==> src/rtl/nfs_pkg.sv <==
// ----------------------------------------------------------------------------
// nfs_pkg: shared types and codes of the fcfs / sjf scheduler
// Command and result words, queue entry and queue control struct.
// ----------------------------------------------------------------------------
package nfs_pkg;

  // command codes
  localparam logic FUNC_ARRIVE = 1'b0;
  localparam logic FUNC_TICK   = 1'b1;

  // result status codes
  localparam logic [1:0] ST_QUEUED  = 2'd0;
  localparam logic [1:0] ST_DROPPED = 2'd1;
  localparam logic [1:0] ST_TICK    = 2'd2;

  // configuration port
  localparam int unsigned ADDR_W = 3;
  localparam logic REG_POLICY = 1'b0;  // word index of policy_mode

  // policy codes
  localparam logic POLICY_FCFS = 1'b0;
  localparam logic POLICY_SJF  = 1'b1;

  typedef struct packed {
    logic       func;
    logic [7:0] task_id;
    logic [7:0] task_duration;
  } cmd_t;

  typedef struct packed {
    logic [1:0] status;
    logic       running_valid;
    logic [7:0] running_id;
    logic       finished_valid;
    logic [7:0] finished_id;
    logic [4:0] ready_count;
  } res_t;

  typedef struct packed {
    logic [7:0] id;
    logic [7:0] dur;
  } entry_t;

  typedef struct packed {
    logic ins;   // insert new entry this cycle
    logic pop;   // remove head this cycle
    logic mode;  // ordering policy
  } q_ctrl_t;

endpackage

==> src/rtl/nfs_cell.sv <==
// ----------------------------------------------------------------------------
// nfs_cell: one slot of the shift-register ready queue
// Holds one entry, takes its left neighbor on insert-shift and its right
// neighbor on pop, and passes the insertion-point flag to the right.
// ----------------------------------------------------------------------------
module nfs_cell (
  input  logic            clk_i,
  input  logic            occ_i,
  input  logic            found_i,
  input  nfs_pkg::q_ctrl_t ctrl_i,
  input  nfs_pkg::entry_t new_i,
  input  nfs_pkg::entry_t left_i,
  input  nfs_pkg::entry_t right_i,
  output nfs_pkg::entry_t entry_o,
  output logic            found_o
);
  import nfs_pkg::*;

  entry_t entry_q, entry_d;
  logic   cmp;
  logic   hit;

  // insertion point: first empty slot, or first larger duration in sjf mode
  assign cmp     = occ_i & (ctrl_i.mode == POLICY_SJF) & (entry_q.dur > new_i.dur);
  assign hit     = ~occ_i | cmp;
  assign found_o = found_i | hit;

  // slot update
  always_comb begin
    entry_d = entry_q;
    if (ctrl_i.pop) begin
      entry_d = right_i;
    end else if (ctrl_i.ins) begin
      if (found_i) begin
        entry_d = left_i;
      end else if (hit) begin
        entry_d = new_i;
      end
    end
  end

  always_ff @(posedge clk_i) begin
    entry_q <= entry_d;
  end

  assign entry_o = entry_q;

endmodule

==> src/rtl/nfs_queue.sv <==
// ----------------------------------------------------------------------------
// nfs_queue: ready queue built as a row of cells
// Keeps the fill count; slots below the count are occupied.
// ----------------------------------------------------------------------------
module nfs_queue #(
  parameter int unsigned QUEUE_DEPTH = 16,
  parameter int unsigned CNT_W       = $clog2(QUEUE_DEPTH + 1)
) (
  input  logic             clk_i,
  input  logic             rst_ni,
  input  nfs_pkg::q_ctrl_t ctrl_i,
  input  nfs_pkg::entry_t  new_i,
  output nfs_pkg::entry_t  head_o,
  output logic [CNT_W-1:0] count_o,
  output logic             full_o
);
  import nfs_pkg::*;

  entry_t           entries [QUEUE_DEPTH];
  logic             found   [QUEUE_DEPTH+1];
  logic [CNT_W-1:0] count_q, count_d;

  assign found[0] = 1'b0;

  // row of cells
  for (genvar k = 0; k < QUEUE_DEPTH; k++) begin : g_cell
    entry_t left_w, right_w;
    logic   occ_w;
    assign occ_w   = CNT_W'(k) < count_q;
    assign left_w  = (k == 0) ? new_i : entries[(k == 0) ? 0 : k - 1];
    assign right_w = (k == QUEUE_DEPTH - 1) ? entries[k]
                                            : entries[(k == QUEUE_DEPTH - 1) ? k : k + 1];
    nfs_cell u_cell (
      .clk_i   (clk_i),
      .occ_i   (occ_w),
      .found_i (found[k]),
      .ctrl_i  (ctrl_i),
      .new_i   (new_i),
      .left_i  (left_w),
      .right_i (right_w),
      .entry_o (entries[k]),
      .found_o (found[k+1])
    );
  end

  // fill count
  always_comb begin
    count_d = count_q;
    if (ctrl_i.pop) begin
      count_d = count_q - CNT_W'(1);
    end else if (ctrl_i.ins) begin
      count_d = count_q + CNT_W'(1);
    end
  end

  always_ff @(posedge clk_i or negedge rst_ni) begin
    if (!rst_ni) begin
      count_q <= '0;
    end else begin
      count_q <= count_d;
    end
  end

  assign head_o  = entries[0];
  assign count_o = count_q;
  assign full_o  = count_q == CNT_W'(QUEUE_DEPTH);

endmodule

==> src/rtl/nonpreemptive_fcfs_sjf_scheduler.sv <==
// ----------------------------------------------------------------------------
// nonpreemptive_fcfs_sjf_scheduler: single-processor task scheduler
// Result: one result word per accepted command, on done_o in the next cycle.
// Throughput: one command per cycle; busy stays low, and the queue row
// inserts or pops as each command is taken.
// Reset: queue empty, processor idle, policy first come first served.
// ----------------------------------------------------------------------------
module nonpreemptive_fcfs_sjf_scheduler #(
  parameter int unsigned QUEUE_DEPTH = 16
) (
  input  logic                       clk_i,
  input  logic                       rst_ni,
  input  logic                       start,
  output logic                       busy,
  input  nfs_pkg::cmd_t              cmd_i,
  output logic                       done_o,
  output nfs_pkg::res_t              res_o,
  input  logic                       psel,
  input  logic                       penable,
  input  logic                       pwrite,
  input  logic [nfs_pkg::ADDR_W-1:0] paddr,
  input  logic [31:0]                pwdata,
  output logic [31:0]                prdata,
  output logic                       pready
);
  import nfs_pkg::*;

  localparam int unsigned CNT_W = $clog2(QUEUE_DEPTH + 1);

  logic             mode_q;
  logic             busy_q, busy_d;
  logic [7:0]       cur_id_q, cur_id_d;
  logic [7:0]       cur_len_q, cur_len_d;
  logic [7:0]       exec_q, exec_d;
  logic             done_q;
  res_t             res_q, res_d;
  q_ctrl_t          q_ctrl;
  entry_t           new_entry, head;
  logic [CNT_W-1:0] count;
  logic             full;
  logic             accept, is_tick, finish, dispatch, ins_ok;
  logic [CNT_W-1:0] count_after;

  // configuration port
  assign pready = 1'b1;
  assign prdata = (paddr[2] == REG_POLICY) ? {31'b0, mode_q} : 32'b0;

  always_ff @(posedge clk_i or negedge rst_ni) begin
    if (!rst_ni) begin
      mode_q <= POLICY_FCFS;
    end else if (psel && penable && pwrite && paddr[2] == REG_POLICY) begin
      mode_q <= pwdata[0];
    end
  end

  // command decode
  assign busy      = 1'b0;
  assign accept    = start & ~busy;
  assign is_tick   = cmd_i.func == FUNC_TICK;
  assign finish    = busy_q & (exec_q >= cur_len_q);
  assign dispatch  = accept & is_tick & (~busy_q | finish) & (count != '0);
  assign ins_ok    = accept & ~is_tick & ~full;
  assign new_entry = '{id: cmd_i.task_id, dur: cmd_i.task_duration};

  assign q_ctrl = '{ins: ins_ok, pop: dispatch, mode: mode_q};

  nfs_queue #(
    .QUEUE_DEPTH (QUEUE_DEPTH),
    .CNT_W       (CNT_W)
  ) u_queue (
    .clk_i   (clk_i),
    .rst_ni  (rst_ni),
    .ctrl_i  (q_ctrl),
    .new_i   (new_entry),
    .head_o  (head),
    .count_o (count),
    .full_o  (full)
  );

  // processor state
  always_comb begin
    busy_d    = busy_q;
    cur_id_d  = cur_id_q;
    cur_len_d = cur_len_q;
    exec_d    = exec_q;
    if (accept && is_tick) begin
      if (dispatch) begin
        busy_d    = 1'b1;
        cur_id_d  = head.id;
        cur_len_d = head.dur;
        exec_d    = 8'd1;
      end else if (finish) begin
        busy_d = 1'b0;
      end else if (busy_q && exec_q != 8'hFF) begin
        exec_d = exec_q + 8'd1;
      end
    end
  end

  // result word
  always_comb begin
    count_after = count;
    if (ins_ok) begin
      count_after = count + CNT_W'(1);
    end else if (dispatch) begin
      count_after = count - CNT_W'(1);
    end
    res_d.ready_count = 5'(count_after);
    if (is_tick) begin
      res_d.status         = ST_TICK;
      res_d.running_valid  = busy_d;
      res_d.running_id     = busy_d ? cur_id_d : 8'd0;
      res_d.finished_valid = finish;
      res_d.finished_id    = finish ? cur_id_q : 8'd0;
    end else begin
      res_d.status         = full ? ST_DROPPED : ST_QUEUED;
      res_d.running_valid  = busy_q;
      res_d.running_id     = busy_q ? cur_id_q : 8'd0;
      res_d.finished_valid = 1'b0;
      res_d.finished_id    = 8'd0;
    end
  end

  always_ff @(posedge clk_i or negedge rst_ni) begin
    if (!rst_ni) begin
      busy_q    <= 1'b0;
      cur_id_q  <= '0;
      cur_len_q <= '0;
      exec_q    <= '0;
      done_q    <= 1'b0;
    end else begin
      busy_q    <= busy_d;
      cur_id_q  <= cur_id_d;
      cur_len_q <= cur_len_d;
      exec_q    <= exec_d;
      done_q    <= accept;
    end
  end

  always_ff @(posedge clk_i) begin
    if (accept) begin
      res_q <= res_d;
    end
  end

  assign done_o = done_q;
  assign res_o  = res_q;

endmodule
==> config.mk <==
export PLATFORM = sky130hd
export DESIGN_NAME = nonpreemptive_fcfs_sjf_scheduler
export DESIGN_NICKNAME = d
export VERILOG_FILES = /design/src/rtl/nfs_pkg.sv /design/src/rtl/nfs_cell.sv /design/src/rtl/nfs_queue.sv /design/src/rtl/nonpreemptive_fcfs_sjf_scheduler.sv
export SDC_FILE = /design/constraint.sdc
export NUM_CORES = 1
export LEC_CHECK = 0
export ABC_AREA = 1
export BUFFER_PORTS_ARGS = -buffer_cell sky130_fd_sc_hd__buf_2
export CAP_MARGIN = 20
export CORE_ASPECT_RATIO = 0.5
export CORE_UTILIZATION = 35
export CTS_CLUSTER_DIAMETER = 60
export DETAILED_ROUTE_END_ITERATION = 12
export GPL_TIMING_DRIVEN = 0
export SYNTH_ARGS = -nofsm -noshare
export SYNTH_HDL_FRONTEND = slang
export SYNTH_SLANG_ARGS = --single-unit
==> constraint.sdc <==
create_clock -name clk_i -period 6.2 [get_ports clk_i]
set_input_delay 0.62 -clock clk_i [delete_from_list [all_inputs] [get_ports clk_i]]
set_output_delay 0.62 -clock clk_i [all_outputs]
set_load 0.02 [all_outputs]
Yosys cells after proc, flatten, opt, wreduce, memory -nomap -nowiden
Index checks and enable logic that the tools add are counted.
{ "totals": {"latchBits": 0, "romBits": 0, "regBits": 313, "out_inout_bits": 60, "n_memories": 0, "ram_bits": 0} }
{ "classes": {"mul": 0, "n_reduce_logical": 43, "magnitude_cmp": 33, "bitwise": 90, "div_mod_pow": 0, "n_addsub": 3, "shifts": 0, "mux": 79, "n_eq_ne": 3} }
{ "ops": {"columns": ["cell", "n"], "rows": [
  ["2-to-1 mux 16 bit", 61],
  ["> comparator 8 bit", 16],
  ["2-to-1 mux 8 bit", 8],
  ["nonzero test 3 bit", 14],
  ["< comparator 4 x 5 -> 1 bit (first input constant)", 8],
  ["AND 1 bit", 38],
  ["AND reduction 2 bit", 17],
  ["OR 1 bit", 31],
  ["NOT 1 bit", 21],
  ["< comparator 3 x 5 -> 1 bit (first input constant)", 4],
  ["2-to-1 mux 5 bit", 4],
  ["2-to-1 mux 18 bit", 1],
  ["< comparator 1 x 5 -> 1 bit (first input constant)", 2],
  ["< comparator 2 x 5 -> 1 bit (first input constant)", 2],
  ["adder 8 x 1 -> 8 bit (second input constant)", 1],
  ["greater-or-equal comparator 8 bit", 1],
  ["inequality test 8 bit (second input constant)", 1],
  ["nonzero test 2 bit", 4],
  ["AND reduction 3 bit", 2],
  ["adder 5 x 1 -> 5 bit (second input constant)", 1],
  ["equality test 5 bit (second input constant)", 1],
  ["logical AND 1 bit", 5],
  ["2-to-1 mux 1 bit", 5],
  ["nonzero test 5 bit", 1],
  ["2 further kinds", 2]
]} }

Depth between registers and ports, before layout
Gate-level depths: netlist of the first run.
{ "depth": {"ltp_word": 20, "ltp_mapped": 22} }

Cells and area by module
A second synthesis of the first run with hierarchy kept.
{ "hier_totals": {"hier_cells": 2487, "hier_area_um2": 21519.4} }
{ "by_module_without_submodules": {"columns": ["module", "seq_area_each_um2", "instances", "area_per_inst_um2", "cells_per_inst"], "rows": [
  ["nfs_cell", 480.5, 16, 1134.8, 131],
  ["nonpreemptive_fcfs_sjf_scheduler", 1426.4, 1, 2874.0, 312],
  ["nfs_queue", 125.1, 1, 488.0, 79]
]} }

Worst setup path before layout of the first run
OpenSTA, ideal clock, no wires.
{ "synth_timing": {"kind": "input-to-reg", "startpoint": "input port cmd_i[7] in the netlist's numbering", "endpoint": "register u_queue.g_cell[10].u_cell.entry_q, in the netlist u_queue.g_cell[10].u_cell.entry_o[0], enable pin", "required_time_ns": 5.789, "path_stages": 14, "arrival_ns": 4.054, "path_slack_ns": 1.735, "cell_sequence": "inv_1 clkbuf_1 ha_1 nand2_1 nor2_1 nand4_1 nand2_1 o2bb2ai_1 nor3_4 nand4_4 nor2_4 buf_4 buf_2 o21ai_0"} }
{ "synth_between": {"elab_chain_len": 14} }
{ "synth_lines": {"columns": ["item", "line", "text"], "rows": [
  ["start, declared", "nonpreemptive_fcfs_sjf_scheduler.sv:15", "input nfs_pkg::cmd_t cmd_i,"],
  ["> comparator 8 bit", "nfs_cell.sv:24", "assign cmp = occ_i & (ctrl_i.mode == POLICY_SJF) & (entry_q.dur > new_i.dur);"],
  ["AND 1 bit", "nfs_cell.sv:24", null],
  ["OR 1 bit", "nfs_cell.sv:25", "assign hit = ~occ_i | cmp;"],
  ["OR 1 bit (9 in series)", "nfs_cell.sv:26", "assign found_o = found_i | hit;"],
  ["nonzero test 3 bit (no line) (*)", null, null],
  ["AND reduction 2 bit (no line) (*)", null, null],
  ["end signal, assigned", "nfs_cell.sv:43", "entry_q <= entry_d;"],
  ["end, declared", "nfs_cell.sv:19", "entry_t entry_q, entry_d;"]
]} }
Every way passes the cells marked *; elsewhere a longest branch is shown, timed or not.
A chain may end at the register's enable or synchronous reset.

Worst setup path after layout of the first run
{ "layout_timing": {"startpoint": "input port cmd_i[7] in the netlist's numbering", "endpoint": "register u_queue.g_cell[11].u_cell.entry_q, in the netlist u_queue.g_cell[11].u_cell.entry_o[10], enable pin"} }
{ "layout_between": {"elab_chain_len": 15} }
{ "layout_lines": {"columns": ["item", "line"], "rows": [
  ["> comparator 8 bit", "nfs_cell.sv:24"],
  ["AND 1 bit", "nfs_cell.sv:24"],
  ["OR 1 bit", "nfs_cell.sv:25"],
  ["OR 1 bit (10 in series)", "nfs_cell.sv:26"],
  ["nonzero test 3 bit (no line) (*)", null],
  ["AND reduction 2 bit (no line) (*)", null],
  ["end signal, assigned", "nfs_cell.sv:43"],
  ["end, declared", "nfs_cell.sv:19"]
]} }
Marked as above.

==> flow_metrics.py, run 1 <==
metrics = {
    "sta": {
        "skew_ps": 19.2,
        "final_hold_viol_count": 0,
        "relSlewSlack": 0.139,
        "rsz0062_at_grt": "no",
        "finalSetupTns_ps": 0,
        "setup_viol": 0,
        "period_share": 0.841,
        "tightest_slew_ps": 1290,
        "finalMaxSlewViolations": 0,
        "fmax_mhz": 192,
        "period_needed_ps": 5220,
    },
    "power": {
        "swShare": 0.408,
        "irDropWorstVdd_mv": 0.195,
        "p_leak_nw": 8.84,
        "p_comb_frac": 0.386,
        "p_sw_mw": 4.04,
        "p_int_mw": 5.86,
        "power_density_nw_per_um2": 463,
        "power.total_mw": 9.90,
        "clockPowerShare": 0.210,
        "pwr-share-seq": 0.404,
    },
    "logic_synthesis": {
        "syn_inst": 2178,
        "synth.largest_area_cell": "edfxtp_1",
        "synth-async-reset-ratio": 0.102,
        "synth_top_family_by_area": "compound AO/OA/AOI/OAI gates",
        "ys_ff_latch": 313,
        "synth-simple-area-share": 0.151,
        "synth.avg_cell_area_um2": 8.67,
        "yosysSeqAreaShare": 0.489,
        "synth_mux_area_frac": 0,
        "synthDistinctLibCells": 42,
        "synth_compound_area_frac": 0.179,
        "synth_area_um2": 18900,
        "synth_warnings": 0,
        "synth_xor_area_frac": 0.00232,
        "synth_top_area_frac": 0.447,
        "synth.top_cells.by_area": "edfxtp_1 45%, o21ai_0 11%, nand2_1 10%",
        "yosys.area_share.adder": 0.0947,
        "synth_edf_count": 281,
        "synth_flop_cell": "edfxtp_1",
    },
    "job": {
        "drv_cap": 0,
    },
    "final_layout": {
        "areaGrowthSynthToFinish_pct": 13.2,
        "layout-drive-gt1-share": 0.0798,
        "final_cell_mix": "505 x nand2_1, 398 x o21ai_0, 281 x edfxtp_1",
        "final_common_cell": "nand2_1",
        "final_util": 0.406,
        "final_nets": 2508,
        "n_antenna_cell": 0,
    },
    "worst_setup_path": {
        "cp-endpoint": "u_queue.g_cell[11].u_cell.entry_o[10]$_DFFE_PP_",
        "worstSetupEndpointType": "flip-flop",
        "arrival_ps": 5400,
        "crit_type": "in2reg",
        "rr_worst_depth": 11,
        "ff2ff_setup_slack_ps": 1160,
        "worstReg2RegStart": "u_queue.count_o[4]$_DFFE_PN0P_",
        "worst_setup_path_start_kind": "primary input",
        "timing.rr.end": "u_queue.g_cell[1].u_cell.entry_o[4]$_DFFE_PP_",
        "crit_fanout": 25,
        "crit_required_ps": 6390,
        "critPathLaunch": "cmd_i[7]",
    },
    "detailed_routing": {
        "routed_wl_um": 62600,
        "drc": 0,
        "vias": 16400,
        "viasPerCell": 5.41,
        "drt_iter0_markers": 2176,
        "wire_per_inst_um": 20.7,
        "dr.pass1.iters": 8,
        "ant_nets": 0,
    },
    "placed_design": {
        "port_buffers": 51,
        "dp_hpwl_um": 47300,
        "place.gp.congestion": 0.955,
    },
    "clocking": {
        "htreeDepth": 2,
        "holdBufCountCts": 0,
        "cts_buffers": 35,
        "cts-root-buf": "clkbuf_16",
        "cts_resized": 0,
        "cts_sinks": 313,
        "post_cts_buffers": 0,
        "clock_latency_ps": 540,
        "cts_tree": "built",
        "clkSlewWorstSetupHoldPaths_ps": 60,
        "cts_buffer_depth": 3,
    },
    "floorplan": {
        "initial_core_util": 0.359,
        "num_rows": 59,
        "die_y_um": 166,
        "pin_count": 118,
        "die_width_um": 331,
        "dieArea_um2": 55000,
        "core_um2": 52600,
    },
    "global_routing": {
        "grt_max_degree": 33,
        "grt.total_usage": 0.223,
        "antenna_found_initial": 0,
        "grt_pass1_wl_um": 92100,
        "grt_remaining_overflow": 0,
        "first_global_vias": 15000,
    },
    "run_status": {
        "status": "completed",
    },
    "min_path": {
        "hold_path_class": "in2async",
    },
}
## worst min-delay path by stage
| stage | from | endpoint |
|---|---|---|
| finish | rst_ni | cur_id_q[5]$_DFF_PN0_ |
| global route | rst_ni | cur_id_q[5]$_DFF_PN0_ |
| CTS | rst_ni | cur_id_q[5]$_DFF_PN0_ |
| detailed placement | cur_len_q[5]$_DFFE_PN0P_ | cur_len_q[5]$_DFFE_PN0P_ |
| global placement | cur_len_q[4]$_DFFE_PN0P_ | cur_len_q[4]$_DFFE_PN0P_ |
| floorplan | rst_ni | busy_q$_DFF_PN0_ |
## flip-flops by register name, summed over array words and instances (netlist names)
signal and cells:
busy_q 1, exec_q 8, u_queue.g_cell.u_cell.entry_o 256, cur_id_q 8, res_o 25, done_o 1, u_queue.count_o 5, mode_q 1
cur_len_q 8
## routing by layer
metal / track usage / share of wire
met1: 0.333 / 0.45
met2: 0.329 / 0.42
met3: 0.0385 / 0.10
met4: 0.0621 / 0.026
met5: 0 / 0
## cells in the mapped netlist (2+ instances only)
library cell / n
nand3_2: 2
buf_2: 10
edfxtp_1: 281
o22ai_1: 15
o21a_1: 7
conb_1: 2
ha_1: 143
nor2_1: 102
buf_4: 37
nand4_1: 7
o31a_1: 2
a21oi_1: 129
inv_2: 4
inv_1: 217
nand4_4: 3
a31oi_1: 9
o21bai_1: 5
a221oi_1: 3
xor2_1: 5
o211ai_1: 32
clkbuf_1: 106
o21ai_0: 406
nor3_1: 8
o21ai_1: 18
o221ai_1: 4
nand3_1: 63
dfrtp_1: 32
buf_1: 5
nor2_4: 4
nand2_1: 505
## worst max-delay path, stage by stage
cell and delay [ps]:
buf_2 200, inv_1 310, clkbuf_2 730, ha_1 370, a21o_1 180, nor2_1 120
nand2_1 60, nand2_1 130, nand2_2 170, nor2_4 310, nand4_4 230, nor2_4 240
nand4_1 250, nor2_1 350, nand3_2 220, clkbuf_1 340, o21ai_0 230, inv_1 300
## power by group through the flow
stage                     Clock, mW  Sequential (mW)  Combinational, mW
after floorplan                   0             3.84               2.49
after global placement            0             4.02               3.57
after detailed placement          0             4.02               3.70
after CTS                      2.08             3.98               3.73
after global routing           2.16             4.06               4.26
final                          2.07             4.00               3.82
## layout make-up
class / instances / area, um^2
Timing Repair Buffer: 61 / 354
Tap cell: 701 / 877
Clock inverter: 15 / 100
Multi-Input combinational cell: 1517 / 8210
Inverter: 221 / 830
Sequential cell: 313 / 9240
Buffer: 158 / 753
Fill cell: 5221 / 31300
Clock buffer: 46 / 1010
## cells by family (layout without fill, tap and decap cells)
family / after synthesis / in the layout
adders and majority gates: 143 / 143
and+or+nand+nor: 699 / 699
DFF: 313 / 313
other: 2 / 33
xor gates and xnor gates: 5 / 5
buffers and inverters: 379 / 501
AOI/OAI and AO/OA: 637 / 637
## through the flow
step / instances / area (um^2) / setup slack, ps / hold slack, ps
after floorplan: 2209 / 19000 / 1740 / 324
after global placement: 2961 / 20100 / -207 / 471
after detailed placement: 2969 / 20200 / 680 / 477
after CTS: 3030 / 21400 / 1240 / 190
after global routing: 3032 / 21400 / 742 / 237
final: 3032 / 21400 / 983 / 176
Note: power is estimated with default switching activity, not from simulation.
==> run 2, diff against run 1 <==
==> constraint.sdc (replaced) <==
create_clock -name clk_i -period 4.38 [get_ports clk_i]
set_input_delay 0.438 -clock clk_i [delete_from_list [all_inputs] [get_ports clk_i]]
set_output_delay 0.438 -clock clk_i [all_outputs]
set_load 0.02 [all_outputs]
==> run 2 against run 1 <==
Compared with the run above:
- the run now ends with hold timing left
- largest power group unchanged
- highest routed layer unchanged
- setup slack got worse by 870 ps
- register-to-register slack got worse by 1100 ps
- critical endpoint unchanged
- first-iteration DRC count up 2.8%
- sequential power rose by 42%
==> flow_metrics.py, run 2 (synthesis gave the netlist of run 1 again) <==
metrics = {
    "final_layout": {
        "final_common_cell": "nand2_1",
        "regArea_um2": 9240,
        "final_cells": 3047,
        "layout-drive-gt1-share": 0.0916,
        "final_nets": 2523,
        "n_antenna_cell": 0,
        "final_cell_mix": "505 x nand2_1, 398 x o21ai_0, 281 x edfxtp_1",
        "fillers": 5205,
        "multi_input_area_um2": 8220,
        "largest_register_ffs": 256,
        "areaGrowthSynthToFinish_pct": 14.5,
    },
    "detailed_routing": {
        "vias": 16500,
        "drt_iter0_markers": 2237,
        "wire_per_inst_um": 20.6,
        "dr.pass1.iters": 5,
        "viasPerCell": 5.41,
        "ant_nets": 0,
        "drc": 0,
        "routed_wl_um": 62800,
    },
    "sta": {
        "final_hold_viol_count": 1,
        "period_needed_ps": 4270,
        "setup_viol": 0,
        "relSlewSlack": 0.135,
        "hold_ws_ps": -0.440,
        "finalSetupTns_ps": 0,
        "tightest_slew_ps": 1300,
        "period_share": 0.975,
        "finalMaxSlewViolations": 0,
        "fmax_mhz": 234,
        "skew_ps": 20.8,
        "fin_ws_ps": 110,
    },
    "floorplan": {
        "pin_count": 118,
        "die_width_um": 331,
        "dieArea_um2": 55000,
        "initial_core_util": 0.359,
        "core_um2": 52600,
        "die_y_um": 166,
        "num_rows": 59,
    },
    "clocking": {
        "cts_sinks": 313,
        "htreeDepth": 2,
        "cts_buffer_depth": 3,
        "cts_tree": "built",
        "cts_buffers": 35,
        "clkSlewWorstSetupHoldPaths_ps": 60,
        "clock_latency_ps": 540,
        "cts-root-buf": "clkbuf_16",
    },
    "placed_design": {
        "port_buffers": 51,
        "placed_cells_incl_taps": 2969,
        "dp_hpwl_um": 47300,
        "pre_cts_slack_ps": -958,
        "place.gp.congestion": 0.955,
    },
    "worst_setup_path": {
        "crit_fanout": 16,
        "worstSetupEndpointType": "flip-flop",
        "crit_type": "reg2reg",
        "arrival_ps": 4470,
        "worst_setup_path_start_kind": "flip-flop",
        "crit_required_ps": 4580,
    },
    "job": {
        "drv_cap": 0,
    },
    "run_status": {
        "violations": "hold timing",
        "status": "finished with violations",
    },
    "power": {
        "p_leak_nw": 8.91,
        "power_density_nw_per_um2": 653,
        "irDropWorstVdd_mv": 0.277,
    },
    "global_routing": {
        "antenna_found_initial": 0,
        "grt_pass1_wl_um": 92100,
        "first_global_vias": 15000,
        "grt.total_usage": 0.223,
        "grt_max_degree": 33,
        "grt_remaining_overflow": 0,
    },
    "min_path": {
        "hold_path_class": "in2async",
    },
}
-- run 2: cell types whose count changed in the layout (fill, tap and decap cells not counted), sizes merged --
cell and delta:
inv -7, clkinvlp +7, buf +15
-- run 2: metal layers --
metal / GRT usage / wire length [um]
met1: 0.333 / 28400
met2: 0.328 / 26500
met3: 0.0377 / 6080
met4: 0.0661 / 1880
met5: 0 / 0
-- run 2: timing repair --
| action | CTS | global route |
|---|---|---|
| hold endpoints to repair | 0 | 0 |
| pin swaps | 0 | 3 |
| hold buffers | 0 | 0 |
| setup endpoints to repair | 306 | 234 |
| setup buffers | 0 | 15 |
| gates resized for setup | 16 | 24 |
| gates cloned | 0 | 0 |
-- run 2: cell type report --
cell class | count | area share
inverters | 221 | 0.0396
flip-flops and latches | 313 | 0.427
well taps | 701 | 0.0406
plain buffers | 158 | 0.0382
clock inverters | 15 | 0.00463
repair buffers | 76 | 0.0227
multi-input cells | 1517 | 0.380
clock buffers | 46 | 0.0468
-- run 2: final timing paths --
| check | from | endpoint | cells after the start | slack, ps |
|---|---|---|---|---|
| min in group clk_i | cmd_i[16] | res_o[24]$_SDFFCE_PP1P_ | 1 | 160 |
| setup / recovery | u_queue.count_o[4]$_DFFE_PN0P_ | u_queue.g_cell[11].u_cell.entry_o[10]$_DFFE_PP_ | 16 | 110 |
| max in group asynchronous | rst_ni | done_o$_DFF_PN0_ | 1 | 3860 |
| setup reg to reg | u_queue.count_o[4]$_DFFE_PN0P_ | u_queue.g_cell[11].u_cell.entry_o[10]$_DFFE_PP_ | 16 | 110 |
| hold / removal | rst_ni | cur_id_q[5]$_DFF_PN0_ | 1 | -0.4 |
| hold reg to reg | cur_len_q[5]$_DFFE_PN0P_ | cur_len_q[5]$_DFFE_PN0P_ | 2 | 490 |
-- run 2: where the power goes --
group	total [mW]	internal, mW	switching, mW
logic	5.51	1.73	3.78
clock network	2.94	1.69	1.25
registers	5.67	4.94	0.731
total	14.1	8.35	5.76
-- run 2: through the flow --
stage               instance area [um^2]  power (mW)  utilization
floorplan                          19000        8.97            -
global placement                   20100        10.7        0.383
detailed placement                 20200        10.9        0.385
CTS                                21400        13.9        0.407
global route                       21600        14.9        0.411
finish                             21600        14.1        0.411
-- run 2: critical path, stage by stage, from the launching register on --
cell and delay [ps]:
dfrtp_1 370, buf_4 170, nor2_2 480, inv_2 40, nor2_1 470, inv_2 90, a21oi_1 470, a21oi_2 120
nand4_4 200, nor2_4 90, nand4_1 120, buf_4 160, nor2_4 50, nand3_2 130, clkbuf_1 450, o21ai_0 180
inv_2 310
